$ cat src/sv/pump_reply_frame_receiver_macros.svh
// ---------------------------------------------------------------------------
// Pump reply frame receiver assertion macros
// Shorthand for the concurrent checks at the end of the top level.
// ---------------------------------------------------------------------------
`ifndef PUMP_REPLY_FRAME_RECEIVER_MACROS_SVH
`define PUMP_REPLY_FRAME_RECEIVER_MACROS_SVH

// Same-cycle implication, checked outside reset.
`define PRFR_ASSERT_NOW(label, clk, rst, pre, post) \
   label: assert property (@(posedge clk) disable iff (rst) (pre) |-> (post)) \
      else $error("pump reply frame receiver check failed");

// Next-cycle implication, checked outside reset.
`define PRFR_ASSERT_NEXT(label, clk, rst, pre, post) \
   label: assert property (@(posedge clk) disable iff (rst) (pre) |=> (post)) \
      else $error("pump reply frame receiver check failed");

`endif

$ cat src/sv/prfr_pkg.sv
// ---------------------------------------------------------------------------
// Pump reply frame receiver package
// Frame layout constants, status codes and the command decode.
// ---------------------------------------------------------------------------
package prfr_pkg;

   typedef logic [7:0]  byte_type;
   typedef logic [15:0] word_type;
   typedef logic [2:0]  status_type;

   typedef struct packed {
      status_type status;
      word_type   value;
   } report_type;

   localparam int unsigned FRAME_LEN = 8;
   localparam int unsigned SUM_LEN   = 6;
   localparam int unsigned COUNT_W   = $clog2(FRAME_LEN + 1);
   localparam int unsigned INDEX_W   = $clog2(FRAME_LEN);

   localparam logic OPC_BYTE = 1'b0;
   localparam logic OPC_TICK = 1'b1;

   localparam byte_type START_CODE     = 8'hCC;
   localparam byte_type END_CODE       = 8'hDD;
   localparam byte_type CMD_LAST_PLAIN = 8'h04;
   localparam byte_type CMD_SUSPEND    = 8'hFE;
   localparam byte_type CMD_RAW        = 8'hFF;

   localparam word_type GAP_RESET = 16'd100;
   localparam word_type IDLE_MAX  = 16'hFFFF;

   localparam status_type ST_NORMAL    = 3'd0;
   localparam status_type ST_SUSPENDED = 3'd5;
   localparam status_type ST_UNKNOWN   = 3'd6;

   // Command bytes 0 to 4 carry their own status code.
   function automatic report_type decode_report(byte_type cmd, word_type param);
      report_type rep;
      if (cmd <= CMD_LAST_PLAIN) begin
         rep.status = cmd[2:0];
         rep.value  = param;
      end else if (cmd == CMD_SUSPEND) begin
         rep.status = ST_SUSPENDED;
         rep.value  = param;
      end else if (cmd == CMD_RAW) begin
         rep.status = ST_UNKNOWN;
         rep.value  = param;
      end else begin
         rep.status = ST_UNKNOWN;
         rep.value  = '0;
      end
      return rep;
   endfunction

endpackage

$ cat src/sv/pump_reply_frame_receiver.sv
// ---------------------------------------------------------------------------
// Pump reply frame receiver
// Collects UART bytes into an 8-byte reply frame, closes the frame after an
// idle gap counted in ticks, checks it and reports status and value.
// ---------------------------------------------------------------------------
//  channel | ports                                    | direction
//  req     | req_valid/req_ready, opcode, rx_byte     | in
//  rsp     | rsp_valid/rsp_ready, frame_ok, status... | out
//  csr     | csr_wr_en, csr_wr_data (gap_ticks)       | in
//
// A request is registered on acceptance and processed from that register, so
// one request per cycle is sustained unless a stall holds it; the result is
// registered when the closing tick request is processed. Synchronous reset
// clears the counters, the kept status and sets gap_ticks to 100. Processing
// waits only while the result register is full and not being taken.
// ---------------------------------------------------------------------------
`include "pump_reply_frame_receiver_macros.svh"

module pump_reply_frame_receiver (
   input  logic                 clock,
   input  logic                 reset,
   input  logic                 req_valid,
   output logic                 req_ready,
   input  logic                 req_opcode,
   input  prfr_pkg::byte_type   req_rx_byte,
   output logic                 rsp_valid,
   input  logic                 rsp_ready,
   output logic                 rsp_frame_ok,
   output prfr_pkg::status_type rsp_status,
   output prfr_pkg::word_type   rsp_value,
   input  logic                 csr_wr_en,
   input  prfr_pkg::word_type   csr_wr_data
);
   import prfr_pkg::*;

   // Input register
   logic        in_valid_ff, in_valid_in;
   logic        in_opcode_ff;
   byte_type    in_byte_ff;

   // Frame state
   byte_type             frame_ff [FRAME_LEN];
   logic [COUNT_W-1:0]   byte_count_ff, byte_count_in;
   word_type             sum_ff, sum_in;
   word_type             idle_ff, idle_in;
   status_type           pump_status_ff, pump_status_in;
   word_type             pump_value_ff, pump_value_in;
   word_type             gap_ff;

   // Result register
   logic        rsp_valid_ff, rsp_valid_in;
   logic        rsp_frame_ok_ff, rsp_frame_ok_in;
   status_type  rsp_status_ff;
   word_type    rsp_value_ff;

   logic        fire;
   logic        store_byte;
   logic        frame_end;
   logic        frame_good;
   word_type    idle_step;
   report_type  report;

   assign fire      = in_valid_ff && (!rsp_valid_ff || rsp_ready);
   assign req_ready = !in_valid_ff || fire;

   assign store_byte = fire && (in_opcode_ff == OPC_BYTE) &&
                       (byte_count_ff < COUNT_W'(FRAME_LEN));
   assign idle_step  = (idle_ff == IDLE_MAX) ? idle_ff : idle_ff + 16'd1;
   assign frame_end  = fire && (in_opcode_ff == OPC_TICK) &&
                       (idle_step > gap_ff) && (byte_count_ff != '0);

   // Short frames fail on the count alone, before any stored byte matters.
   assign frame_good = (byte_count_ff == COUNT_W'(FRAME_LEN)) &&
                       (frame_ff[0] == START_CODE) &&
                       (frame_ff[5] == END_CODE) &&
                       ({frame_ff[7], frame_ff[6]} == sum_ff);
   assign report = decode_report(frame_ff[2], {frame_ff[3], frame_ff[4]});

   always_comb begin
      in_valid_in     = in_valid_ff;
      byte_count_in   = byte_count_ff;
      sum_in          = sum_ff;
      idle_in         = idle_ff;
      pump_status_in  = pump_status_ff;
      pump_value_in   = pump_value_ff;
      rsp_valid_in    = rsp_valid_ff;
      rsp_frame_ok_in = rsp_frame_ok_ff;

      if (req_valid && req_ready) begin
         in_valid_in = 1'b1;
      end else if (fire) begin
         in_valid_in = 1'b0;
      end

      if (rsp_ready) begin
         rsp_valid_in = 1'b0;
      end

      if (fire && (in_opcode_ff == OPC_BYTE)) begin
         idle_in = '0;
         if (store_byte) begin
            byte_count_in = byte_count_ff + COUNT_W'(1);
            if (byte_count_ff < COUNT_W'(SUM_LEN)) begin
               sum_in = sum_ff + {8'h00, in_byte_ff};
            end
         end
      end else if (fire) begin
         idle_in = idle_step;
         if (frame_end) begin
            byte_count_in   = '0;
            sum_in          = '0;
            idle_in         = '0;
            rsp_valid_in    = 1'b1;
            rsp_frame_ok_in = frame_good;
            if (frame_good) begin
               pump_status_in = report.status;
               pump_value_in  = report.value;
            end
         end
      end
   end

   always_ff @(posedge clock) begin
      if (reset) begin
         in_valid_ff    <= 1'b0;
         byte_count_ff  <= '0;
         sum_ff         <= '0;
         idle_ff        <= '0;
         pump_status_ff <= ST_NORMAL;
         pump_value_ff  <= '0;
         rsp_valid_ff   <= 1'b0;
         gap_ff         <= GAP_RESET;
      end else begin
         in_valid_ff    <= in_valid_in;
         byte_count_ff  <= byte_count_in;
         sum_ff         <= sum_in;
         idle_ff        <= idle_in;
         pump_status_ff <= pump_status_in;
         pump_value_ff  <= pump_value_in;
         rsp_valid_ff   <= rsp_valid_in;
         if (csr_wr_en) begin
            gap_ff <= csr_wr_data;
         end
      end
   end

   // Payload registers need no reset.
   always_ff @(posedge clock) begin
      if (req_valid && req_ready) begin
         in_opcode_ff <= req_opcode;
         in_byte_ff   <= req_rx_byte;
      end
      if (store_byte) begin
         frame_ff[byte_count_ff[INDEX_W-1:0]] <= in_byte_ff;
      end
      if (frame_end) begin
         rsp_status_ff <= frame_good ? report.status : pump_status_ff;
         rsp_value_ff  <= frame_good ? report.value  : pump_value_ff;
      end
      rsp_frame_ok_ff <= rsp_frame_ok_in;
   end

   assign rsp_valid    = rsp_valid_ff;
   assign rsp_frame_ok = rsp_frame_ok_ff;
   assign rsp_status   = rsp_status_ff;
   assign rsp_value    = rsp_value_ff;

   `PRFR_ASSERT_NOW(count_in_range, clock, reset, 1'b1, byte_count_ff <= COUNT_W'(FRAME_LEN))
   `PRFR_ASSERT_NEXT(frame_end_clears, clock, reset, frame_end,
                     rsp_valid_ff && (byte_count_ff == '0) && (idle_ff == '0))
   `PRFR_ASSERT_NEXT(held_request_stays, clock, reset, in_valid_ff && !fire,
                     in_valid_ff && $stable(in_opcode_ff) && $stable(in_byte_ff))

endmodule

$ cat config.mk
export PLATFORM = sky130hd
export DESIGN_NAME = pump_reply_frame_receiver
export DESIGN_NICKNAME = d
export VERILOG_FILES = /design/src/sv/prfr_pkg.sv /design/src/sv/pump_reply_frame_receiver.sv
export VERILOG_INCLUDE_DIRS = /design/src /design/src/sv
export SDC_FILE = /design/constraint.sdc
export NUM_CORES = 1
export LEC_CHECK = 0
export BUFFER_PORTS_ARGS = -buffer_cell sky130_fd_sc_hd__buf_2
export CAP_MARGIN = 10
export CORE_MARGIN = 4
export CORE_UTILIZATION = 54
export DETAILED_ROUTE_END_ITERATION = 8
export GPL_TIMING_DRIVEN = 0
export PLACE_DENSITY = 0.72
export REMOVE_ABC_BUFFERS = 1
export SLEW_MARGIN = 5
export SYNTH_ARGS = -nofsm -noshare
export SYNTH_HDL_FRONTEND = slang
export SYNTH_SLANG_ARGS = --single-unit
$ cat constraint.sdc
create_clock -name clock -period 4 [get_ports clock]
set_input_delay 0.2 -clock clock [delete_from_list [all_inputs] [get_ports clock]]
set_output_delay 0.2 -clock clock [all_outputs]
set_load 0.02 [all_outputs]
Word level (Yosys, flattened, before mapping)
Memories as Yosys holds them, arrays and structs flattened.
Cells that the tools add are included.
{ "word_totals": {"ff_bits": 102, "latch_bits": 0, "mem_bits_rw": 64, "rom_bits": 0, "input_bits": 30, "out_inout_bits": 22, "word_cells": 78, "n_memories": 1} }
{ "memory_table": {"columns": ["name", "words", "width", "rd", "rd_ports_with_merged_regs", "write_ports", "line", "text"], "rows": [
  ["frame_ff", 8, 8, 7, 0, 1, "pump_reply_frame_receiver.sv:42", "byte_type frame_ff [FRAME_LEN];"]
]} }
{ "op_classes": {"addsub": 3, "multipliers": 0, "div_mod_pow": 0, "n_lt_le_gt_ge": 4, "n_eq_ne": 9, "shift": 0, "mux": 24, "bitwise_logic": 2, "n_reduce_logical": 22} }
{ "ops": {"columns": ["cell", "count"], "rows": [
  ["2-to-1 mux 16 bit", 9],
  ["== test 8 bit, second input constant", 4],
  ["2-to-1 mux 19 bit", 1],
  ["2-to-1 mux 18 bit", 1],
  ["adder 16 x 1 -> 16 bit, second input constant", 1],
  ["adder 16 x 8 -> 16 bit", 1],
  ["== test 16 bit", 1],
  ["== test 16 bit, second input constant", 1],
  ["greater-than comparator 16 bit", 1],
  ["2-to-1 mux 4 bit", 4],
  ["logical AND 1 bit", 10],
  ["less-or-equal comparator 8 x 3 -> 1 bit, second input constant", 1],
  ["2-to-1 mux 1 bit", 8],
  ["AND reduction 3 bit", 2],
  ["nonzero test 2 bit", 3],
  ["adder 4 x 1 -> 4 bit, second input constant", 1],
  ["== test 4 bit, second input constant", 1],
  ["< comparator 4 x 3 -> 1 bit, second input constant", 1],
  ["< comparator 4 bit, second input constant", 1],
  ["AND reduction 4 bit", 1],
  ["nonzero test 4 bit", 1],
  ["2-to-1 mux 3 bit", 1],
  ["logical NOT 1 bit", 2],
  ["logical OR 1 bit", 2],
  ["4 further kinds", 5]
]} }

Depth between registers and ports, before layout
Gate-level depths: netlist (run 1).
{ "depth": {"ltp_word": 9, "depth_mapped": 18, "depth_no_buf": 14} }

Least setup slack after synthesis (run 1)
Ideal clock, no wire load.
{ "synth_timing": {"kind": "flip-flop to flip-flop", "from": "register idle_ff[0]", "to": "register pump_value_ff[12]", "setup_time_ps": 71, "arrival_ps": 3818, "t_required_ps": 3929, "path_slack_ps": 112, "stages_incl_launch_ff": 18, "n_path_buf": 4, "period_less_slack_ps": 3888, "cell_sequence": "dfxtp_1 -> ha_1 -> and4_1 -> clkbuf_1 -> nand4_1 -> clkbuf_1 -> nand2_1 -> nor2_1 -> xor2_1 -> ha_1 -> nand4_1 -> nor4_2 -> o21ai_1 -> and4b_1 -> clkbuf_1 -> clkbuf_1 -> or4_1 -> a21oi_1"} }
{ "synth_via": {"elab_chain_len": 6, "word_cells_on_any_way": 7, "classes_between": "add/sub: 1; order compare: 1; eq/ne: 1; mux: 1; reduce/logical: 3"} }
{ "synth_lines": {"columns": ["element", "line", "text"], "rows": [
  ["start, declared", "pump_reply_frame_receiver.sv:45", "word_type idle_ff, idle_in;"],
  ["start signal, assigned", "pump_reply_frame_receiver.sv:137", "idle_ff <= idle_in;"],
  ["adder 16 x 1 -> 16 bit / == test 16 bit (equally long branches)", "pump_reply_frame_receiver.sv:68", "assign idle_step = (idle_ff == IDLE_MAX) ? idle_ff : idle_ff + 16'd1;"],
  ["2-to-1 mux 16 bit *", "pump_reply_frame_receiver.sv:68", null],
  ["greater-than comparator 16 bit *", "pump_reply_frame_receiver.sv:70", "(idle_step > gap_ff) && (byte_count_ff != '0);"],
  ["logical AND 1 bit *", "pump_reply_frame_receiver.sv:69", "assign frame_end = fire && (in_opcode_ff == OPC_TICK) &&"],
  ["logical AND 1 bit *", "pump_reply_frame_receiver.sv:70", null],
  ["AND reduction 3 bit (no line) *", null, null],
  ["end signal, assigned", "pump_reply_frame_receiver.sv:139", "pump_value_ff <= pump_value_in;"],
  ["end, declared", "pump_reply_frame_receiver.sv:47", "word_type pump_value_ff, pump_value_in;"]
]} }
Every way passes the cells marked *; elsewhere a longest branch is shown, timed or not.
A chain may end at the register's enable or synchronous reset.

Final worst setup path (run 1)
{ "layout_timing": {"from": "register idle_ff[1]", "to": "register sum_ff[15]"} }
{ "layout_via": {"elab_chain_len": 7, "word_cells_on_any_way": 8, "classes_between": "add/sub: 1; order compare: 1; eq/ne: 1; mux: 1; reduce/logical: 4"} }
{ "layout_lines": {"columns": ["element", "line", "text"], "rows": [
  ["adder 16 x 1 -> 16 bit / == test 16 bit (equally long branches)", "pump_reply_frame_receiver.sv:68", null],
  ["2-to-1 mux 16 bit *", "pump_reply_frame_receiver.sv:68", null],
  ["greater-than comparator 16 bit *", "pump_reply_frame_receiver.sv:70", null],
  ["logical AND 1 bit *", "pump_reply_frame_receiver.sv:69", null],
  ["logical AND 1 bit *", "pump_reply_frame_receiver.sv:70", null],
  ["nonzero test 2 bit (no line) *", null, null],
  ["AND reduction 4 bit (no line) *", null, null],
  ["end signal, assigned", "pump_reply_frame_receiver.sv:136", "sum_ff <= sum_in;"],
  ["end, declared", "pump_reply_frame_receiver.sv:44", "word_type sum_ff, sum_in;"]
]} }
Marked as above.

==> run summary, run 1 <==
The flow ran to the end, and the final reports show no timing, DRC or antenna violations. Clock-pin slew was measured on the worst setup and hold paths at 0.06 ns. The worst setup path is launched from a flip-flop. The run gives 0.00853 mm2 as the final instance area. In this run the biggest area consumer among cell types represents 34.8% of the synthesized area. The run gives 0 as the number of max-capacitance violations reported. For the sum of overflow across all layers after global routing, the log shows 0. The first detailed-routing pass ran for 5 iterations.

The total count of hold-check failures in the final report was 0; the maximum vdd drop was 0.310 mV. The routed wirelength normalized by instance count came out at 17.4 um. For the number of instances in the synthesized netlist, the log shows 689. The tools report the number of core rows as 42.

The endpoint identified for the worst register-to-register timing path is sum_ff[15]. The number of clock sinks was 158; the number of antenna cells inserted was 0. In the global route stage, met1 resource usage came out at 25.9%. The multiplexer fraction of the synthesized cell area is 2.24%, and the multi-input gate area in the final layout is 0.00314 mm2. The aggregate global-route resource usage was 20.7%.

The logs give 0.00902 ns for the worst clock skew on the final layout and 52 for the I/O pin count. Setup repair after global routing left no endpoint under its margin. The horizontal die dimension is 124 um, and the clock buffer count from CTS is 17.

After global routing, the most crowded layer is met2. The H-tree was split into 4 levels. In the final timing run, aggregate negative setup slack is 0 ns.

Setup violations remaining at the end of the flow were counted as 0. For this run, design rule violations remaining after detail routing come to 0. In the final layout, the share of cells above drive strength 1 is 14.6%. The synthesized netlist devotes 4.54% of its cell area to XOR and XNOR gates.

The longest clock path from root to sink contains 2 buffers. In the post-synthesis netlist, the biggest area contributors are sky130_fd_sc_hd__edfxtp_1, sky130_fd_sc_hd__dfxtp_1, sky130_fd_sc_hd__ha_1, sky130_fd_sc_hd__nand2_1, sky130_fd_sc_hd__xor2_1. For the final wirelength, the log shows 16.2 mm.

Headroom to the max-slew limit came out at 23.4%. The ratio of total power to cell area was 411 mW/mm2. The tools report the fill cell instance count of the final layout as 1061. The area of the mapped netlist was 0.00732 mm2.

Once detail routing completed, the nets flagged for antenna violations numbered 0. For the fmax, the log shows 260 MHz. Of all nets on the critical path, the largest fanout is 18. The first global-routing pass estimated 26.0 mm of wire.

Instance count after placement with tap cells included: 885. At the end of routability-driven placement, the weighted congestion stood at 0.845. The critical path ends at sum_ff[15]. The net count of the finished layout is 803.

The setup path with the least slack is of type reg2reg. Data on the critical path arrives at its endpoint at 4.16 ns. The placed wire-length estimate came out at 10.6 mm.

The number of vias per cell after detailed routing was 5.97; the final core utilization was 64.4%. sky130_fd_sc_hd__edfxtp_1 is the most common cell in the netlist. The total vias in the final route came out at 5573.

The number of I/O port buffers works out to 51. The average instance in the mapped netlist occupies 10.6 um2. The floorplan step set the die height to 124 um.

The fraction of registers with async set or reset after synthesis was 0%; the register cell area after layout was 0.00402 mm2. Setup slack on the worst reg-to-reg path comes out at 0.16 ns. The run gives 0 as the number of slew-limit violations in the final report. By area, the combinational part of the netlist is dominated by simple AND/OR/NAND/NOR gates. Leading register cell type out of synthesis: sky130_fd_sc_hd__edfxtp_1.

The data required time of the critical path was 4.32 ns. Transition time at the pin with the least slew margin: 1.14 ns. The floorplan step defined a die boundary enclosing 0.0155 mm2. The logs give 0.00769 mm2 for the standard cell area after detailed placement and 5386 for the via count of the first global-routing pass. The path depth of the worst reg2reg path works out to 12. In this run the worst hold path is classified as in2reg.

After synthesis, the netlist uses 60 different library cells. Leakage dissipation: 3.11 nW. In the global route stage, met3 resource usage came out at 4.55%. TritonCTS built the clock tree. For the sequential element share of the synthesized area, the log shows 54.8%.

The Yosys step of the flow raised 0 warnings. Once the floorplan was initialized, standard cells occupied 55.3% of the core. Counting flops and latches in the post-synthesis netlist gives 158. After layout, the worst path uses 96.1% of the clock period. The clock reaches the later pin of the worst-skew pair after 0.43 ns. The compound-cell area share of the yosys netlist is 13.5%, and the initial antenna violation count is 0. Summing internal, switching and leakage power gives 3.51 mW. The cell sitting at the root of the clock tree is a sky130_fd_sc_hd__clkbuf_16. The startpoint identified for the worst register-to-register timing path is idle_ff[1].

Kind of end point of the critical path: a flip-flop. After Yosys synthesis, and, or, nand and nor cells account for 16.7% of the synthesized area. Global routing consumed, on the met2 layer, 35.8% of the routing resources. The library cell with the largest summed area after synthesis is sky130_fd_sc_hd__edfxtp_1. Yosys mapped a number of flops with a built-in enable equal to 85. The logs give 51 for the pin count of the biggest net entering global routing and 934 for the number of non-filler instances in the completed layout. After Yosys synthesis, full adders, half adders and majority gates account for 4.89% of the synthesized area. In the synthesized netlist, the cells that appear most often are sky130_fd_sc_hd__edfxtp_1, sky130_fd_sc_hd__dfxtp_1, sky130_fd_sc_hd__nand2_1.

For the finished layout, the period the worst path requires is 3.84 ns. The tools report the number of DRC markers in iteration 0 as 518. The synthesis-to-finish area growth came out at 16.5%.

The total area inside the core boundary comes to 0.0132 mm2. The critical path starts at idle_ff[1].
[critical path: stages (launching register included)]
cell	delay (ns)
sky130_fd_sc_hd__dfxtp_1	0.40
sky130_fd_sc_hd__ha_2	0.25
sky130_fd_sc_hd__and4_2	0.31
sky130_fd_sc_hd__nand2_1	0.10
sky130_fd_sc_hd__nor2_1	0.15
sky130_fd_sc_hd__mux2_2	0.39
sky130_fd_sc_hd__ha_1	0.31
sky130_fd_sc_hd__nand4_1	0.18
sky130_fd_sc_hd__nor4_4	0.43
sky130_fd_sc_hd__o21ai_2	0.19
sky130_fd_sc_hd__and4b_4	0.31
sky130_fd_sc_hd__o211a_4	0.36
sky130_fd_sc_hd__a221o_1	0.35
[cells by family (layout without fill, tap and decap cells)]
| kind of cell | after synthesis | in the layout |
|---|---|---|
| adder cells (fa/ha/maj) | 28 | 28 |
| buffers and inverters | 62 | 130 |
| flip-flops | 158 | 158 |
| AND/OR/NAND/NOR | 236 | 237 |
| AO/OA/AOI/OAI | 151 | 151 |
| XOR/XNOR | 38 | 38 |
| multiplexers | 16 | 16 |
[how the worst min path moves through the flow]
stage	cells past startpoint	to	startpoint
6_report	3	gap_ff[3]	csr_wr_data[3]
5_1_grt	3	gap_ff[9]	csr_wr_data[9]
4_1_cts	3	gap_ff[3]	csr_wr_data[3]
3_5_place_dp	1	in_byte_ff[5]	req_rx_byte[5]
3_3_place_gp	1	in_byte_ff[2]	req_rx_byte[2]
2_1_floorplan	1	byte_count_ff[3]	reset
[cells in the final DEF (no fill, tap or decap), types with 8 or more instances in the layout]
| cell type | synthesis | routed |
|---|---|---|
| sky130_fd_sc_hd__edfxtp_1 | 85 | 85 |
| sky130_fd_sc_hd__a22o_1 | 9 | 9 |
| sky130_fd_sc_hd__o31ai_1 | 21 | 21 |
| sky130_fd_sc_hd__nor3_1 | 14 | 14 |
| sky130_fd_sc_hd__nand4_1 | 17 | 17 |
| sky130_fd_sc_hd__nor2_1 | 46 | 46 |
| sky130_fd_sc_hd__or4_1 | 20 | 20 |
| sky130_fd_sc_hd__buf_2 | 2 | 51 |
| sky130_fd_sc_hd__inv_1 | 28 | 27 |
| sky130_fd_sc_hd__o211ai_1 | 9 | 9 |
| sky130_fd_sc_hd__dlygate4sd3_1 | 0 | 13 |
| sky130_fd_sc_hd__a21oi_1 | 45 | 44 |
| sky130_fd_sc_hd__ha_1 | 27 | 26 |
| sky130_fd_sc_hd__dfxtp_1 | 73 | 72 |
| sky130_fd_sc_hd__xnor2_1 | 12 | 12 |
| sky130_fd_sc_hd__mux2i_1 | 13 | 13 |
| sky130_fd_sc_hd__nor4_1 | 9 | 8 |
| sky130_fd_sc_hd__clkbuf_16 | 0 | 17 |
| sky130_fd_sc_hd__nand2_1 | 72 | 70 |
| sky130_fd_sc_hd__o21ai_0 | 28 | 27 |
| sky130_fd_sc_hd__nand3_1 | 18 | 18 |
| sky130_fd_sc_hd__xor2_1 | 26 | 26 |
[where the power goes]
| part | internal (mW) | switching (mW) | leakage, nW |
|---|---|---|---|
| clock network | 0.954 | 0.644 | 0.287 |
| logic | 0.0664 | 0.0910 | 1.49 |
| registers | 1.73 | 0.0262 | 1.33 |
[metrics by stage]
step / hold WS, ns / setup WS [ns]
2_1_floorplan: 0.269 / -0.156
5_1_grt: 0.0283 / 0.0124
4_1_cts: 0.00253 / 0.00769
3_3_place_gp: 0.377 / -1.35
6_report: 0.00977 / 0.156
3_5_place_dp: 0.378 / -1.56
[cell type report]
class / count / area share [%]
flip-flops and latches: 158 / 47.0
multi-input cells: 470 / 36.8
clock buffers: 20 / 5.35
repair buffers: 69 / 5.34
well taps: 176 / 2.58
clock inverters: 12 / 1.57
inverters: 29 / 1.32
[metal layers]
metal | wire length (um) | vias up
li1 | - | 2701
met1 | 6800 | 2679
met4 | 326 | 0
met5 | 0 | -
met3 | 779 | 31
met2 | 8320 | 162
[what timing repair did]
item / CTS / global route
resized for setup: 12 / 7
pin swaps: 1 / 2
hold endpoints to repair: 13 / 0
endpoints found under the setup margin: 76 / 73
gates cloned: 0 / 1
hold buffers: 13 / 0
setup buffers: 3 / 0
[registers in the layout (all words and copies together), names as in the netlist]
| register | count |
|---|---|
| pump_status_ff | 3 |
| gap_ff | 16 |
| rsp_valid | 1 |
| in_valid_ff | 1 |
| in_opcode_ff | 1 |
| sum_ff | 16 |
| rsp_status | 3 |
| rsp_frame_ok | 1 |
| pump_value_ff | 16 |
| idle_ff | 16 |
| byte_count_ff | 4 |
| in_byte_ff | 8 |
| rsp_value | 16 |
| frame_ff | 56 |
No activity file was read; power rests on OpenSTA's default activity.
==> inputs of run 2 (changes only) <==
--- a/config.mk
+++ b/config.mk
@@ -11,6 +11,6 @@
 export CORE_MARGIN = 4
-export CORE_UTILIZATION = 54
+export CORE_UTILIZATION = 60
 export DETAILED_ROUTE_END_ITERATION = 8
 export GPL_TIMING_DRIVEN = 0
-export PLACE_DENSITY = 0.72
+export PLACE_DENSITY = 0.79
 export REMOVE_ABC_BUFFERS = 1
==> constraint.sdc (replaced) <==
create_clock -name clock -period 3.7 [get_ports clock]
set_input_delay 0.37 -clock clock [delete_from_list [all_inputs] [get_ports clock]]
set_output_delay 0.37 -clock clock [all_outputs]
set_load 0.02 [all_outputs]
==> run summary, run 2 (same netlist as run 1, synthesis figures left out) <==
The run finished with clean final reports. The top routing layer in use is met4. The synthesis-to-finish area growth was 15.7%; the clock latency at the later pin of the worst-skew pair was 0.43 ns (about the same).

The cell chosen for the clock root was sky130_fd_sc_hd__clkbuf_16. The tools report the register cell area after layout as 0.00403 mm2 (+0.34%). The maximum clock path buffer count was 2 (unchanged); the net switching power of the design was 0.807 mW (+6.0%). The path depth of the worst reg2reg path was 11 (-1); the initial standard-cell utilization of the core was 61.2% (+5.9 points). For the final RePlAce weighted congestion, the log shows 0.840 (-0.60%). Number of cells on the worst hold path: 1 (-2). The run gives 798 (-0.62%) as the layout net count. Internal power: 2.95 mW (+7.3%). The library cell used most frequently in the layout, excluding fill and tap cells, is sky130_fd_sc_hd__edfxtp_1.

The leakage dissipation came out at 3.10 nW (-0.31%). The number of I/O port buffers was 51 (unchanged); the maximum vdd drop was 0.404 mV (+30%). Kind of end point of the critical path: a flip-flop.

The first-pass GRT wire length is 26.5 mm (+2.2%), and the cts-stage hold buffer count is 0 (-13). The switching portion of total power came out at 21.5% (-0.21 points). The pin count of the biggest net entering global routing is 51 (unchanged). The placed wire-length estimate is 10.5 mm (-0.84%), and the worst hold margin is 0.115 ns (+0.105 ns).

The fill cell instance count of the final layout was 839 (-21%); the worst slack at placement was -1.80 ns (-0.243 ns). The tools report the register share of total power as 50.5% (+0.5 points). The run gives 0 ns (unchanged) as the final total negative setup slack. The worst setup path is launched from a flip-flop. The setup-violating endpoint count in the final report is 0 (unchanged), and the transition time at the pin with the least slew margin is 1.13 ns (-0.0119 ns).

The number of vias per cell after detailed routing is 6.27 (+5.1%), and the via count of the first global-routing pass is 5435 (+0.91%). The tools report the residual DRC count as 0 (unchanged). The number of slew-limit violations in the final report was 0 (unchanged).

The tools report the multi-input gate area in the final layout as 0.00319 mm2 (+1.6%). In the layout the commonest cells are sky130_fd_sc_hd__edfxtp_1, sky130_fd_sc_hd__nand2_1, sky130_fd_sc_hd__dfxtp_1. The final period demand of the worst path is 3.59 ns (-0.259 ns), and the ratio of total power to cell area is 444 mW/mm2 (+7.8%). The routed wirelength normalized by instance count came out at 18.6 um (+6.8%).

The number of non-filler instances in the completed layout is 900 (-3.6%), and the proportion of power drawn by combinational gates is 4.4% (about the same). For the number of H-tree branching levels, the log shows 4 (unchanged). The final worst-path cycle share is 96.9% (+0.80 points), and the data required time of the critical path is 4.01 ns (-0.31 ns).

For the aggregate global-route resource usage, the log shows 23.6% (+2.9 points). The critical path is of the reg2reg type. The run gives 0 (unchanged) as the sum of overflow across all layers after global routing. The horizontal die dimension is 118 um (-4.8%), and the residual antenna-violating net count after detailed routing is 0 (unchanged). The logs give 856 (-3.3%) for the instance count after placement with tap cells included and 0.0108 ns (+0.00183 ns) for the worst clock skew on the final layout.

The sum of met3 wire segment lengths after detailed routing came out at 909 um (+17%). The number of max-capacitance violations reported is 0 (unchanged). The maximum fanout along the worst path came out at 15 (-3). The logs give 6.81 mm (+0.16%) for the total routed wire length on the met1 layer and 158 (unchanged) for the number of clock sinks.

For the setup slack after layout, the log shows 0.115 ns (-0.0414 ns). The full die area came out at 0.0140 mm2 (-9.4%). The chip height works out to 118 um (-4.8%).

Class of the most critical hold timing path: in2reg. The tools report the final wirelength as 16.7 mm (+2.9%). The relative slew slack came out at 24.6% (+1.2 points).

The initial antenna violation count was 0 (unchanged). Number of detailed-routing iterations run before antenna repair: 8 (+3). The clock buffer count from CTS was 17 (unchanged). For the number of DRC markers in iteration 0, the log shows 444 (-14%). The fmax was 279 MHz (+7.2%); the critical path data arrival time was 3.90 ns (-0.26 ns). The total vias in the final route came out at 5643 (+1.3%). TritonCTS built the clock tree. For the clock share of power, the log shows 45.1% (-0.4 points).

The share of post-route cells with drive strength above 1 works out to 17.1% (+2.5 points). The clock-pin transition on the worst setup and hold timing paths works out to 0.06 ns (about the same). The tools report the number of core rows as 40 (-4.8%). The total count of hold-check failures in the final report is 0 (unchanged), and the number of flip-flops under the largest register name is 56 (unchanged).

The run gives 0 (unchanged) as the number of antenna cells inserted. The I/O pin count is 52 (unchanged), and the area of the core is 0.0120 mm2 (-9.7%). Met2 wire length: 8.51 mm (+2.2%).
## run 2: area by class of cell
cell class,count,area share [%]
Inverter,29,1.37
Clock inverter,8,0.945
Timing Repair Buffer,62,4.37
Tap cell,147,2.17
Clock buffer,24,5.92
Multi-Input combinational cell,472,37.7
Sequential cell,158,47.6
## run 2: critical path, cell delays in order (launching register included)
cell                      delay (ns)
sky130_fd_sc_hd__dfxtp_1        0.43
sky130_fd_sc_hd__nand4_1        0.18
sky130_fd_sc_hd__nor4_4         0.37
sky130_fd_sc_hd__nand3_1        0.14
sky130_fd_sc_hd__mux2_2         0.32
sky130_fd_sc_hd__ha_1           0.32
sky130_fd_sc_hd__nand4_1        0.18
sky130_fd_sc_hd__nor4_4         0.42
sky130_fd_sc_hd__o21ai_4        0.15
sky130_fd_sc_hd__and4b_4        0.28
sky130_fd_sc_hd__o211a_4        0.32
sky130_fd_sc_hd__a221o_1        0.35
## run 2: stage by stage
| stage | util [%] | instance area, um2 | total power, mW |
|---|---|---|---|
| 2_1_floorplan | - | 7190 | 2.02 |
| 3_3_place_gp | 63.8 | 7630 | 2.08 |
| 3_5_place_dp | 64.0 | 7650 | 2.09 |
| 4_1_cts | 70.0 | 8370 | 3.76 |
| 5_1_grt | 70.8 | 8470 | 3.87 |
| 6_report | 70.8 | 8470 | 3.76 |
## run 2: layer usage
metal  track usage, %  up-vias
li1                 -     2675
met3             5.55       37
met1             28.8     2724
met2             40.8      207
met5                0        -
met4             8.98        0
## run 2: final timing paths
| check | start | endpoint | slack [ns] |
|---|---|---|---|
| max | idle_ff[10] | sum_ff[15] | 0.11 |
| min | req_rx_byte[1] | in_byte_ff[1] | 0.11 |
| max reg2reg | idle_ff[10] | sum_ff[15] | 0.11 |
| min reg2reg | pump_value_ff[14] | pump_value_ff[14] | 0.47 |
## run 2: what timing repair did
item	in CTS	in global routing
endpoints found under the setup margin	76	75
pin swaps	4	5
cloned	2	1
resized for setup	21	16
buffers inserted	3	5
## run 2: power groups by stage
stage	Clock (mW)	Combinational, mW	Sequential (mW)
floorplan	0	0.100	1.92
global placement	0	0.145	1.93
detailed placement	0	0.153	1.94
CTS	1.70	0.160	1.90
global route	1.78	0.183	1.90
finish	1.70	0.163	1.90
==> inputs of run 3 (changes only) <==
Settings changed: CORE_MARGIN 4 to 3.
==> run summary, run 3 (same netlist as run 1, synthesis figures left out) <==
The number of flip-flops under the largest register name was 56 (unchanged). The worst setup path is captured at a flip-flop. The register cell area after layout is 0.00403 mm2 (about the same). The number of detailed-routing iterations run before antenna repair came out at 5 (-3). Top routing layer in use: met4.

The total vias in the final route is 5702 (+1.0%). The end of the worst register-to-register path was byte_count_ff[1]. The layout net count is 802 (+0.50%). For the initial antenna violation count, the log shows 0 (unchanged). Number of H-tree branching levels: 4 (unchanged). The worst hold path begins at req_rx_byte[1].

The multi-input gate area in the final layout came out at 0.00320 mm2 (+0.27%). Synthesis-to-finish area growth: 15.6% (about the same). The ratio of total power to cell area was 438 mW/mm2 (-1.2%); the first-pass GRT wire length was 26.8 mm (+0.78%). Horizontal die dimension: 116 um (-1.7%). The I/O pin count is 52 (unchanged). The clock-pin transition on the worst setup and hold timing paths came out at 0.06 ns (about the same).

The number of cells on the worst hold path is 1 (unchanged). The logs give 0.0136 mm2 (-3.3%) for the full die area and 0 (unchanged) for the total count of hold-check failures in the final report. The aggregate global-route resource usage is 25.5% (+1.9 points), and the number of max-capacitance violations reported is 0 (unchanged). The pin count of the biggest net entering global routing was 51 (unchanged). The number of clock sinks is 158 (unchanged).

The sort of element at the start of the critical path is a flip-flop. For the clock latency at the later pin of the worst-skew pair, the log shows 0.43 ns (about the same). The area of the core was 0.0117 mm2 (-2.5%). The worst hold path terminates at in_byte_ff[1].

For the via count of the first global-routing pass, the log shows 5511 (+1.4%). The routed wirelength normalized by instance count works out to 19.0 um (+2.2%). The run finished with clean final reports.

The final wirelength is 17.1 mm (+2.2%), and the sum of overflow across all layers after global routing is 0 (unchanged). Number of DRC markers in iteration 0: 547 (+23%). Clock tree synthesis selected as its root buffer the cell sky130_fd_sc_hd__clkbuf_16. The final worst-path cycle share is 97.1% (+0.17 points), and the critical path data arrival time is 3.91 ns (about the same). TritonCTS built the clock tree. The tools report the number of antenna cells inserted as 0 (unchanged).

The setup path with the least slack is of type reg2reg. The logs give 8.62 mm (+1.3%) for the met2 wire length and 39 (-2.5%) for the number of core rows. Leaving out fill and tap cells, the most frequent cells in the layout are sky130_fd_sc_hd__edfxtp_1, sky130_fd_sc_hd__nand2_1, sky130_fd_sc_hd__dfxtp_1. The initial standard-cell utilization of the core came out at 62.8% (+1.6 points). Clock buffer count from CTS: 17 (unchanged).

The number of vias per cell after detailed routing is 6.34 (+1.0%), and the relative slew slack is 25.4% (+0.71 points). The run gives 0.848 (+0.94%) as the final RePlAce weighted congestion. The tools report the worst hold margin as 0.112 ns (-0.00224 ns). The setup-violating endpoint count in the final report is 0 (unchanged). The transition time at the pin with the least slew margin is 1.11 ns (-0.0167 ns), and the placed wire-length estimate is 10.4 mm (-1.3%).

The run gives 0 (unchanged) as the number of slew-limit violations in the final report. The data required time of the critical path was 4.02 ns (about the same); the slack of the worst reg-to-reg path was 0.11 ns (about the same). The fill cell instance count of the final layout is 773 (-7.9%), and the path depth of the worst reg2reg path is 11 (unchanged). The final period demand of the worst path came out at 3.59 ns (+0.00646 ns). Residual DRC count: 0 (unchanged).

The maximum clock path buffer count is 2 (unchanged), and the fmax is 278 MHz (-0.18%). The maximum fanout along the worst path was 18 (+3). The number of I/O port buffers is 51 (unchanged), and the worst clock skew on the final layout is 0.0117 ns (+0.000858 ns). The leakage dissipation was 3.10 nW (-0.11%); the maximum vdd drop was 0.346 mV (-14%). The worst hold path belongs to the class in2reg.

The tools report the final core utilization as 72.6% (+1.8 points). The worst register-to-register path begins at idle_ff[1]. The chip height came out at 116 um (-1.7%). The run gives 6.73 mm (-1.2%) as the total routed wire length on the met1 layer.

The tools report the residual antenna-violating net count after detailed routing as 0 (unchanged). The share of post-route cells with drive strength above 1 was 17.2% (+0.042 points); the sum of met3 wire segment lengths after detailed routing was 1.25 mm (+37%). The library cell used most frequently in the layout, excluding fill and tap cells, is sky130_fd_sc_hd__edfxtp_1.
run 3: cell count changes in the layout (fill, tap and decap cells not counted), sizes merged:
cell	before	now
clkbuf	25	19
clkinv	4	11
buf	61	65
clkinvlp	3	4
inv	29	27
run 3: area by class of cell:
cell class                      instances  share of cell area [%]
Sequential cell                       158                    47.5
Multi-Input combinational cell        472                    37.8
Clock buffer                           18                    5.19
Timing Repair Buffer                   66                    4.60
Tap cell                              143                    2.11
Clock inverter                         14                    1.43
Inverter                               29                    1.34
run 3: report_power, final:
part / switching, mW / total, mW / internal, mW / leakage, nW
registers: 0.0310 / 1.90 / 1.87 / 1.33
clock network: 0.707 / 1.64 / 0.938 / 0.265
logic: 0.0996 / 0.165 / 0.0654 / 1.50
run 3: worst max path at each step:
stage,slack (ns),cells after the start,start,end
after CTS,0.0002,13,idle_ff[1],sum_ff[15]
after global placement,-1.67,13,idle_ff[0],idle_ff[7]
after floorplan,-0.46,13,idle_ff[0],idle_ff[10]
after global routing,-0.01,11,idle_ff[6],pump_value_ff[0]
after detailed placement,-1.84,13,idle_ff[0],idle_ff[10]
final,0.11,11,idle_ff[1],byte_count_ff[1]
run 3: routing by layer:
metal,track usage [%],up-vias
li1,-,2680
met1,31.8,2718
met2,42.3,258
met3,6.06,46
met4,11.5,0
met5,0,-
run 3: what timing repair did:
item | in CTS | in global routing
gates resized for setup | 21 | 15
endpoints found under the setup margin | 76 | 72
gates cloned | 2 | 1
hold buffers | 0 | 0
pin swaps | 4 | 7
setup buffers | 5 | 6
run 3: through the flow:
stage / worst slack [ns] / instance area [um2] / power, mW / setup TNS [ns] / std cells
floorplan: -0.456 / 7190 / 2.02 / -14.68 / 656
CTS: 0.000207 / 8350 / 3.70 / 0 / 891
detailed placement: -1.84 / 7640 / 2.09 / -93.48 / 852
global route: -0.0103 / 8470 / 3.82 / -0.0206 / 900
finish: 0.108 / 8470 / 3.71 / 0 / 900
global placement: -1.67 / 7620 / 2.08 / -81.78 / 850
run 3: critical path, stage by stage (launching register included):
cell	delay (ns)
sky130_fd_sc_hd__dfxtp_2	0.40
sky130_fd_sc_hd__ha_4	0.18
sky130_fd_sc_hd__and4_4	0.27
sky130_fd_sc_hd__nand2_1	0.11
sky130_fd_sc_hd__nor2_1	0.19
sky130_fd_sc_hd__mux2_2	0.38
sky130_fd_sc_hd__ha_1	0.30
sky130_fd_sc_hd__nand4_1	0.18
sky130_fd_sc_hd__nand2b_1	0.36
sky130_fd_sc_hd__and4b_2	0.61
sky130_fd_sc_hd__o21ai_0	0.21
sky130_fd_sc_hd__a32o_1	0.29
